### src/hw/rtl/kett_pkg.sv
// ----------------------------------------------------------------------------
// kett_pkg: shared types and constants of the keyed event throttle table
// Request and result payloads, the scan token that runs down the slot row,
// and the write command that the controller broadcasts to the slots.
// ----------------------------------------------------------------------------
package kett_pkg;

	localparam int KEY_BITS      = 16;
	localparam int TIME_BITS     = 32;
	localparam int WIN_BITS      = 16;
	localparam int SLOT_OUT_BITS = 3;

	localparam logic [WIN_BITS-1:0] WINDOW_RESET = 16'd200;

	typedef struct packed {
		logic [KEY_BITS-1:0]  key;
		logic [TIME_BITS-1:0] time_ms;
	} in_t;

	typedef struct packed {
		logic                     allowed;
		logic [SLOT_OUT_BITS-1:0] slot_used;
	} out_t;

	// token carried from slot to slot while a request is looked up
	typedef struct packed {
		logic [KEY_BITS-1:0]  key;
		logic [TIME_BITS-1:0] time_ms;
		logic                 hit;           // a valid slot with this key seen
		logic                 hit_throttle;  // that slot is still inside the window
		logic                 empty_found;
		logic                 oldest_found;
		logic [TIME_BITS-1:0] oldest_age;
	} scan_t;

	typedef struct packed {
		logic                 new_entry;     // claim the slot: set valid, load key
		logic [KEY_BITS-1:0]  key;
		logic [TIME_BITS-1:0] time_ms;
	} slot_wr_t;

endpackage

### src/hw/rtl/kett_cell.sv
// ----------------------------------------------------------------------------
// kett_cell: one slot of the throttle table
// Holds valid, key and last-allowed time, folds its own slot into the passing
// scan token and registers the token towards the next slot.
// ----------------------------------------------------------------------------
module kett_cell #(
	parameter int SLOTS = 8,
	parameter int IDX   = 0
) (
	input  logic                            clk,
	input  logic                            arst_n,
	input  logic [kett_pkg::WIN_BITS-1:0]   window,
	input  logic                            tok_vld_in,
	input  kett_pkg::scan_t                 tok_in,
	input  logic [$clog2(SLOTS)-1:0]        hit_idx_in,
	input  logic [$clog2(SLOTS)-1:0]        empty_idx_in,
	input  logic [$clog2(SLOTS)-1:0]        old_idx_in,
	output logic                            tok_vld_out,
	output kett_pkg::scan_t                 tok_out,
	output logic [$clog2(SLOTS)-1:0]        hit_idx_out,
	output logic [$clog2(SLOTS)-1:0]        empty_idx_out,
	output logic [$clog2(SLOTS)-1:0]        old_idx_out,
	input  logic                            wr_en,
	input  kett_pkg::slot_wr_t              wr
);
	import kett_pkg::*;

	localparam int IDX_W = $clog2(SLOTS);
	localparam logic [IDX_W-1:0] MY_IDX = IDX_W'(IDX);

	logic                 valid_q;
	logic [KEY_BITS-1:0]  key_q;
	logic [TIME_BITS-1:0] time_q;

	logic [TIME_BITS-1:0] age;
	logic                 hit_here;
	logic                 take_empty;
	logic                 take_old;
	scan_t                tok_nxt;
	logic [IDX_W-1:0]     hit_idx_nxt;
	logic [IDX_W-1:0]     empty_idx_nxt;
	logic [IDX_W-1:0]     old_idx_nxt;

	logic                 vld_q;
	scan_t                tok_q;
	logic [IDX_W-1:0]     hit_idx_q;
	logic [IDX_W-1:0]     empty_idx_q;
	logic [IDX_W-1:0]     old_idx_q;

	// age wraps modulo 2^32
	assign age        = tok_in.time_ms - time_q;
	assign hit_here   = valid_q && (key_q == tok_in.key) && !tok_in.hit;
	assign take_empty = !valid_q && !tok_in.empty_found;
	assign take_old   = valid_q && (!tok_in.oldest_found || (age > tok_in.oldest_age));

	always_comb begin
		tok_nxt       = tok_in;
		hit_idx_nxt   = hit_idx_in;
		empty_idx_nxt = empty_idx_in;
		old_idx_nxt   = old_idx_in;
		if (hit_here) begin
			tok_nxt.hit          = 1'b1;
			tok_nxt.hit_throttle = (age < TIME_BITS'(window));
			hit_idx_nxt          = MY_IDX;
		end
		if (take_empty) begin
			tok_nxt.empty_found = 1'b1;
			empty_idx_nxt       = MY_IDX;
		end
		if (take_old) begin
			tok_nxt.oldest_found = 1'b1;
			tok_nxt.oldest_age   = age;
			old_idx_nxt          = MY_IDX;
		end
	end

	always_ff @(posedge clk or negedge arst_n) begin
		if (!arst_n) begin
			vld_q   <= 1'b0;
			valid_q <= 1'b0;
		end else begin
			vld_q <= tok_vld_in;
			if (wr_en && wr.new_entry) begin
				valid_q <= 1'b1;
			end
		end
	end

	always_ff @(posedge clk) begin
		tok_q       <= tok_nxt;
		hit_idx_q   <= hit_idx_nxt;
		empty_idx_q <= empty_idx_nxt;
		old_idx_q   <= old_idx_nxt;
		if (wr_en) begin
			time_q <= wr.time_ms;
			if (wr.new_entry) begin
				key_q <= wr.key;
			end
		end
	end

	assign tok_vld_out   = vld_q;
	assign tok_out       = tok_q;
	assign hit_idx_out   = hit_idx_q;
	assign empty_idx_out = empty_idx_q;
	assign old_idx_out   = old_idx_q;

endmodule

### src/hw/rtl/keyed_event_throttle_table.sv
// ----------------------------------------------------------------------------
// keyed_event_throttle_table: per-key rate limiter with oldest replacement
// Row of slot cells scanned by a token, a controller that commits the
// decision, and a one-deep result register.
// ----------------------------------------------------------------------------
// A request (key, time_ms) is answered with one result (allowed, slot_used).
// The first valid slot holding the key decides: if less than window_ms has
// passed since its stored time the request is throttled, otherwise it is
// allowed and the time refreshed. With no match the request is allowed and
// claims the lowest empty slot, or else the oldest one (lower index on a tie);
// ages are taken modulo 2^32. One request is handled at a time: the lookup
// token walks the row of SLOTS cells one cell per cycle, the outcome register
// at the tail captures what it found, and the commit writes it to the table
// and the result register, after which the next request can be accepted. A
// result left waiting in the result register does not hold up the next
// request, but a second result waits until the first is taken. window_ms
// resets to 200 and is written through the cfg channel, which is always
// ready; the valid marks clear at reset, with no clearing pass.
// ----------------------------------------------------------------------------
module keyed_event_throttle_table #(
	parameter int SLOTS = 8
) (
	input  logic                          clk,
	input  logic                          arst_n,
	input  logic                          in_valid,
	output logic                          in_stall,
	input  kett_pkg::in_t                 in_data,
	output logic                          out_valid,
	input  logic                          out_stall,
	output kett_pkg::out_t                out_data,
	input  logic                          cfg_valid,
	output logic                          cfg_ready,
	input  logic [kett_pkg::WIN_BITS-1:0] cfg_data
);
	import kett_pkg::*;

	localparam int IDX_W = $clog2(SLOTS);

	logic [WIN_BITS-1:0] window_q;
	logic                busy_q;
	logic                accept;

	// token chain: position 0 is the incoming request, position SLOTS the tail
	logic             tok_vld   [SLOTS+1];
	scan_t            tok       [SLOTS+1];
	logic [IDX_W-1:0] hit_idx   [SLOTS+1];
	logic [IDX_W-1:0] empty_idx [SLOTS+1];
	logic [IDX_W-1:0] old_idx   [SLOTS+1];

	logic             done_q;
	scan_t            done_tok_q;
	logic [IDX_W-1:0] done_hit_idx_q;
	logic [IDX_W-1:0] done_empty_idx_q;
	logic [IDX_W-1:0] done_old_idx_q;

	logic             commit;
	logic             allowed;
	logic [IDX_W-1:0] pick;
	logic             do_write;
	slot_wr_t         wr;
	logic [SLOTS-1:0] wr_en;

	logic             out_valid_q;
	out_t             out_q;

	assign accept    = in_valid && !in_stall;
	assign in_stall  = busy_q;
	assign cfg_ready = 1'b1;

	// ---- configuration ----
	always_ff @(posedge clk or negedge arst_n) begin
		if (!arst_n) begin
			window_q <= WINDOW_RESET;
		end else if (cfg_valid && cfg_ready) begin
			window_q <= cfg_data;
		end
	end

	// ---- head of the chain: a fresh token with nothing found yet ----
	always_comb begin
		tok_vld[0]              = accept;
		tok[0].key              = in_data.key;
		tok[0].time_ms          = in_data.time_ms;
		tok[0].hit              = 1'b0;
		tok[0].hit_throttle     = 1'b0;
		tok[0].empty_found      = 1'b0;
		tok[0].oldest_found     = 1'b0;
		tok[0].oldest_age       = '0;
		hit_idx[0]              = '0;
		empty_idx[0]            = '0;
		old_idx[0]              = '0;
	end

	// ---- row of slot cells ----
	for (genvar i = 0; i < SLOTS; i++) begin : g_cell
		kett_cell #(
			.SLOTS (SLOTS),
			.IDX   (i)
		) u_cell (
			.clk           (clk),
			.arst_n        (arst_n),
			.window        (window_q),
			.tok_vld_in    (tok_vld[i]),
			.tok_in        (tok[i]),
			.hit_idx_in    (hit_idx[i]),
			.empty_idx_in  (empty_idx[i]),
			.old_idx_in    (old_idx[i]),
			.tok_vld_out   (tok_vld[i+1]),
			.tok_out       (tok[i+1]),
			.hit_idx_out   (hit_idx[i+1]),
			.empty_idx_out (empty_idx[i+1]),
			.old_idx_out   (old_idx[i+1]),
			.wr_en         (wr_en[i]),
			.wr            (wr)
		);
		assign wr_en[i] = do_write && (pick == IDX_W'(i));
	end

	// ---- outcome register at the tail ----
	always_ff @(posedge clk or negedge arst_n) begin
		if (!arst_n) begin
			done_q <= 1'b0;
			busy_q <= 1'b0;
		end else begin
			if (tok_vld[SLOTS]) begin
				done_q <= 1'b1;
			end else if (commit) begin
				done_q <= 1'b0;
			end
			if (accept) begin
				busy_q <= 1'b1;
			end else if (commit) begin
				busy_q <= 1'b0;
			end
		end
	end

	always_ff @(posedge clk) begin
		if (tok_vld[SLOTS]) begin
			done_tok_q       <= tok[SLOTS];
			done_hit_idx_q   <= hit_idx[SLOTS];
			done_empty_idx_q <= empty_idx[SLOTS];
			done_old_idx_q   <= old_idx[SLOTS];
		end
	end

	// ---- decision and table update ----
	// commit once the result register is free or being emptied
	assign commit = done_q && (!out_valid_q || !out_stall);

	always_comb begin
		if (done_tok_q.hit) begin
			allowed = !done_tok_q.hit_throttle;
			pick    = done_hit_idx_q;
		end else begin
			allowed = 1'b1;
			if (done_tok_q.empty_found) begin
				pick = done_empty_idx_q;
			end else if (done_tok_q.oldest_found) begin
				pick = done_old_idx_q;
			end else begin
				pick = '0;
			end
		end
	end

	// a throttled hit leaves the table untouched; an allowed hit only refreshes time
	assign do_write     = commit && allowed;
	assign wr.new_entry = !done_tok_q.hit;
	assign wr.key       = done_tok_q.key;
	assign wr.time_ms   = done_tok_q.time_ms;

	// ---- result register ----
	always_ff @(posedge clk or negedge arst_n) begin
		if (!arst_n) begin
			out_valid_q <= 1'b0;
		end else if (commit) begin
			out_valid_q <= 1'b1;
		end else if (!out_stall) begin
			out_valid_q <= 1'b0;
		end
	end

	always_ff @(posedge clk) begin
		if (commit) begin
			out_q.allowed   <= allowed;
			out_q.slot_used <= SLOT_OUT_BITS'(pick);
		end
	end

	assign out_valid = out_valid_q;
	assign out_data  = out_q;

	// ---- assertions ----
	logic [SLOTS:0] in_flight;
	for (genvar j = 0; j < SLOTS; j++) begin : g_flight
		assign in_flight[j] = tok_vld[j+1];
	end
	assign in_flight[SLOTS] = done_q;

	a_single_request: assert property (@(posedge clk) disable iff (!arst_n)
		$onehot0(in_flight))
		else $error("more than one request in flight");

	a_commit_busy: assert property (@(posedge clk) disable iff (!arst_n)
		commit |-> busy_q)
		else $error("commit without an accepted request");

	a_one_slot_written: assert property (@(posedge clk) disable iff (!arst_n)
		$onehot0(wr_en))
		else $error("more than one slot written");

	a_miss_has_target: assert property (@(posedge clk) disable iff (!arst_n)
		(commit && !done_tok_q.hit) |-> (done_tok_q.empty_found || done_tok_q.oldest_found))
		else $error("missed key with neither empty nor oldest slot");

	a_idle_empty: assert property (@(posedge clk) disable iff (!arst_n)
		!busy_q |-> (in_flight == '0))
		else $error("lookup token alive while idle");

endmodule
### config.mk
export PLATFORM = sky130hd
export DESIGN_NAME = keyed_event_throttle_table
export DESIGN_NICKNAME = d
export VERILOG_FILES = /design/src/hw/rtl/kett_pkg.sv /design/src/hw/rtl/kett_cell.sv /design/src/hw/rtl/keyed_event_throttle_table.sv
export SDC_FILE = /design/constraint.sdc
export NUM_CORES = 2
export LEC_CHECK = 0
export BUFFER_PORTS_ARGS = -buffer_cell sky130_fd_sc_hd__buf_2
export CAP_MARGIN = 15
export CORE_UTILIZATION = 30
export CTS_BUF_LIST = sky130_fd_sc_hd__clkbuf_8
export CTS_CLUSTER_SIZE = 16
export DETAILED_ROUTE_END_ITERATION = 8
export GPL_ROUTABILITY_DRIVEN = 0
export GPL_TIMING_DRIVEN = 0
export PLACE_DENSITY_LB_ADDON = 0.12
export SLEW_MARGIN = 25
export SYNTH_ARGS = -nofsm -noshare
export SYNTH_HDL_FRONTEND = slang
export SYNTH_SLANG_ARGS = --single-unit
### constraint.sdc
create_clock -name clk -period 8.48 [get_ports clk]
set_input_delay 1.272 -clock clk [delete_from_list [all_inputs] [get_ports clk]]
set_output_delay 1.272 -clock clk [all_outputs]
set_load 0.02 [all_outputs]
### Yosys cells after proc, flatten, opt, wreduce, memory -nomap -nowiden

Index checks and enable logic that the tools add are counted.

| cells by class | value |
|---|---|
| add/sub/neg operators | 8 |
| multipliers | 0 |
| divide/modulo/power cells | 0 |
| magnitude comparators | 15 |
| equality and inequality tests | 16 |
| shifts and indexed selects | 0 |
| mux-type cells | 28 |
| bitwise gates (word level) | 1 |
| reductions and logical operators | 100 |

Operators with widths:

| operator | count |
|---|---|
| $lt 32x16->1 | 8 |
| $sub 32x32->32 | 8 |
| $gt 32x32->1 | 7 |
| $mux 32 | 6 |
| $eq 16x16->1 | 8 |
| $logic_and 1x1->1 | 48 |
| $logic_not 1->1 | 33 |
| $mux 33 | 1 |
| $mux 1 | 17 |
| $reduce_and 2->1 | 8 |
| $eq 3x3->1 const B | 4 |
| $mux 3 | 3 |
| $logic_or 1x1->1 | 8 |
| $eq 3x2->1 const B | 2 |
| $reduce_bool 2->1 | 2 |
| $eq 3x1->1 const B | 1 |
| $logic_not 3->1 | 1 |
| $mux 2 | 1 |
| $ne 2x1->1 const B | 1 |
| $not 1->1 | 1 |

| word-level totals | value |
|---|---|
| flip-flop bits (word level) | 1175 |
| bits in latches | 0 |
| RAM bits | 0 |
| memory bits (read-only) | 0 |
| input bits | 69 |
| output and inout bits | 7 |
| memories kept | 0 |

### Logic depth before layout (Yosys ltp)

| depth | value |
|---|---|
| word-level depth | 6 |
| depth in mapped cells | 26 |

### Hierarchy

A second synthesis with hierarchy kept.

| second synthesis, totals | value |
|---|---|
| cell total of the unflattened synthesis | 5737 |
| area, all modules | 61228.7 um2 |

By module, submodules not included:

| module | instances | cells an instance | area each (um2) |
|---|---|---|---|
| kett_cell at g_cell[1].u_cell ... | 4 | 716 | 7380.8 |
| kett_cell at g_cell[2].u_cell | 1 | 703 | 7312.0 |
| kett_cell at g_cell[0].u_cell | 1 | 703 | 7298.2 |
| kett_cell at g_cell[7].u_cell | 1 | 660 | 7163.1 |
| kett_cell at g_cell[3].u_cell | 1 | 669 | 7090.6 |
| keyed_event_throttle_table | 1 | 138 | 2841.5 |

### Least setup slack after synthesis

No wires, ideal clock.

| path | value |
|---|---|
| path type | register to register |
| start point | reg g_cell[2].u_cell.time_q[1] |
| end point | reg g_cell[2].u_cell.tok_q (netlist bit g_cell[2].u_cell.tok_out[25]) |
| arrival time | 5.024 ns |
| data required time | 8.359 ns |
| path slack | 3.335 ns |
| cell stages (with the launch flop) | 24 |
| cell sequence | edfxtp_1 -> inv_1 -> ha_1 -> nor2b_1 -> o31a_1 -> o311a_1 -> nor3_1 -> nand3_1 -> a41o_1 -> a311oi_1 -> xnor2_1 -> ha_1 -> a21o_1 -> a21oi_1 -> nor2b_1 -> o21ai_0 -> nand2b_1 -> a21oi_1 -> nor2b_1 -> o21ai_0 -> nand2_1 -> o41ai_1 -> clkbuf_1 -> mux2_2 |

RTL lines:

| item | RTL line | RTL |
|---|---|---|
| from (decl) | kett_cell.sv:33 | `logic [TIME_BITS-1:0] time_q;` |
| from (signal assigned) | kett_cell.sv:95 | `time_q <= wr.time_ms;` |
| to (signal assigned) | kett_cell.sv:90 | `tok_q <= tok_nxt;` |
| to (decl) | kett_cell.sv:45 | `scan_t tok_q;` |

==> run metrics <==
Initial Utilization=between 30 and 40%; Crit Path Class=reg2reg; WP data required=~9.3 ns; cells after synthesis=about 5,000; net count after synthesis=roughly 5,700; status=finished clean; clock skew=around 0.063 ns; post-CTS setup repair buffer count=0; Max-slew headroom=between 20% and 30%; Hold WS=about 0.31 ns; Post-CTS Resized=0; max-slew violations=0; Clock Sink Count=1,175; setup TNS=0 ns; worst r2r dst=g_cell[3].u_cell.tok_out[29]; crit path capture type=register; vias in the first global route=between 30,000 and 40,000; TritonRoute pass-1 iters=5; WL/cell=around 20 um; sequential share of the synthesized area=between 50% and 60%; #FFs+latches synth=approximately 1,200; Site Rows=between 150 and 200; H-tree depth=4; drc violations=0; Layout fillers=around 18,000; most common flop cell mapped by yosys=dfxtp_1; Global Route Usage Sum=between 10% and 20%; clock tree buffer depth=3; mean post-synth cell area=between 10 and 15 sq um; Tcrit/Tclk final=between 80% and 90%; Startpoint Class=register; Synth top area share=approximately a quarter; commonest non-fill, non-tap cell in the layout=dfxtp_1; share of layout cells above drive strength 1=11.5%; Final setup viols=0; Tightest Pin Transition=about 1.1 ns; PD cells=232 mW/mm^2; Max VDD drop=between 0.00015 and 0.0002 V; Routed WL=between 150,000 and 200,000 um; dpl hpwl=roughly 130,000 um; number of synthesized flops with an enable pin=between 400 and 500; initial antenna violation count=5; Hold Buf Count CTS=0; leading area contributor after synthesis=dfxtp_1; Ys Warns=0; RSZ-0062 raised after global routing=false; Critical path origin=g_cell[2].u_cell.tok_out[38]; post-route ant nets=0; Area growth syn-to-layout=14.7%; Max Fclk=about 130 MHz; final hold vios=0; Die W=431 um; fin nets=a little under 6,000; post-synthesis cell type count=90; cts bufs inserted=just under 200; Final min period=~7.5 ns; Hold Crit Class=in2async; clk root buf=clkbuf_8; worst r2r path cells=20; Netlist Area Pre-Place=approximately 0.055 sq mm; Max-Cap Viols=0; Worst-path clk slew=0.06 ns; crit path DAT=~8.4 ns; asr flop ratio synth=a little under 3%; R2R Setup Slk=between 0.9 and 1 ns; die height=~430 um; PortBufs=74; first-pass GRT wire length=234,000 um; CTS tree=yes; IO Count=76; routed vias/inst=between 4 and 5; commonest non-fill, non-tap cells in the layout=dfxtp_1, inv_1, ha_1; worst-path maximum fanout=10; via count=36,712; DIE AREA=0.186 sq mm; Synth area leaders=dfxtp_1, edfxtp_1, ha_1, inv_1, mux2_2; Clk Latency, worst-skew pair=1.00 ns; CORE AREA=between 0.15 and 0.2 sq mm; Overflow after GRT=0; final worst slack=0.942 ns; Tot Pwr=around 15 mW; LEAKAGE=approximately 27 nW; r2r startpoint=g_cell[2].u_cell.tok_out[38]; Initial DRC Count=between 2,000 and 2,500; largest net degree at the start of global routing=36; worst slack, placed=around 0.84 ns
==> sequential cells by signal, indices dropped and copies added (netlist names), 4 cells and up <==
| name | flops |
|---|---|
| g_cell.u_cell.tok_vld_out | 8 |
| g_cell.u_cell.key_q | 128 |
| g_cell.u_cell.valid_q | 8 |
| g_cell.u_cell.hit_idx_out | 17 |
| done_tok_q | 52 |
| window_q | 16 |
| out_data | 4 |
| g_cell.u_cell.tok_out | 640 |
| g_cell.u_cell.time_q | 256 |
| g_cell.u_cell.empty_idx_out | 17 |
| g_cell.u_cell.old_idx_out | 17 |
==> kinds of logic (layout without fill, tap and decap cells) <==
family | after synthesis | count (layout) | share of synthesized area [%]
adders and majority gates | 600 | 600 | 13.7
buffers and inverters | 632 | 1095 | 4.32
AOI/OAI and AO/OA | 1061 | 1061 | 12.4
DFF | 1175 | 1175 | 51.1
xor gates and xnor gates | 340 | 340 | 5.39
muxes | 165 | 165 | 3.34
other | 1 | 19 | 0.00679
and+or+nand+nor | 1024 | 1024 | 9.74
==> where the power goes <==
part / total, mW / switching [mW] / leakage [nW] / internal [mW]
combinational: 2.66 / 1.49 / 14.8 / 1.18
sequential: 6.71 / 0.331 / 10.3 / 6.38
clock: 5.30 / 2.45 / 2.46 / 2.85
total: 14.7 / 4.27 / 27.5 / 10.4
==> cell type report <==
class	count	area, sq um	area share, %
clock inverter	132	892	1.41
sequential	1175	28200	44.5
buffer	66	259	0.409
multi-input combinational	3191	24800	39.1
clock buffer	243	3340	5.28
antenna	18	45.0	0.0711
tap	2464	3080	4.87
inverter	566	2120	3.35
timing repair buffer	88	611	0.964
==> synthesized netlist by cell type, types with 34 or more instances <==
library cell and instances:
nand4_1 106, dfxtp_1 691, nor2_1 199, a21o_1 201, nor3_1 58, o21a_1 54, a211oi_1 35, clkbuf_1 63
mux2_2 156, nor2b_1 62, and2_1 53, o21ai_0 221, ha_1 592, nand3_1 77, or2_2 38, inv_1 565
edfxtp_1 449, xor2_1 152, a31oi_1 34, a21oi_1 286, nand2b_1 66, nor4_1 35, xnor2_1 188, nand2_1 216
==> worst max-delay path: stages (launching register included) <==
cell and delay (ns):
dfxtp_1 0.34, ha_1 0.36, nand3b_1 0.09, nand2_1 0.13, a221oi_1 0.14, o211ai_1 0.54
a21oi_1 0.30, o41ai_1 0.97, o22a_1 0.33, a221o_1 0.16, a21oi_1 0.08, xnor2_1 0.32
ha_1 0.20, nand4_1 0.18, nor4_1 0.79, a211oi_1 0.27, o311ai_0 0.33, and3_1 0.26
clkbuf_1 0.49, clkbuf_1 0.70, mux2_2 0.43
==> how the worst max path moves through the flow <==
stage                                         endpoint  slack (ns)  cells after the start
after floorplan           g_cell[2].u_cell.tok_out[25]        3.33                     23
after global placement    g_cell[2].u_cell.tok_out[26]        0.42                     24
after detailed placement  g_cell[5].u_cell.tok_out[28]        0.84                     20
after CTS                 g_cell[5].u_cell.tok_out[28]        0.82                     20
after global routing      g_cell[3].u_cell.tok_out[29]        0.58                     20
final                     g_cell[3].u_cell.tok_out[29]        0.94                     20
==> layer usage <==
layer / routed length, um / part of all wire (%) / GRT usage [%] / vias up
li1: - / - / - / 18463
met1: 76700 / 48 / 22.7 / 17378
met2: 72700 / 46 / 27.8 / 602
met3: 4360 / 2.7 / 2.50 / 269
met4: 5480 / 3.4 / 6.53 / 0
met5: 0 / 0 / 0 / -
==> stage by stage <==
stage / cell area, sq um / utilization (%) / instances
after floorplan: 55200 / - / 4998
after global placement: 58700 / 32.1 / 7536
after detailed placement: 59000 / 32.3 / 7550
after CTS: 63300 / 34.6 / 7925
after global routing: 63300 / 34.6 / 7930
final: 63300 / 34.6 / 7943
Power figures use the tool's default switching activity.
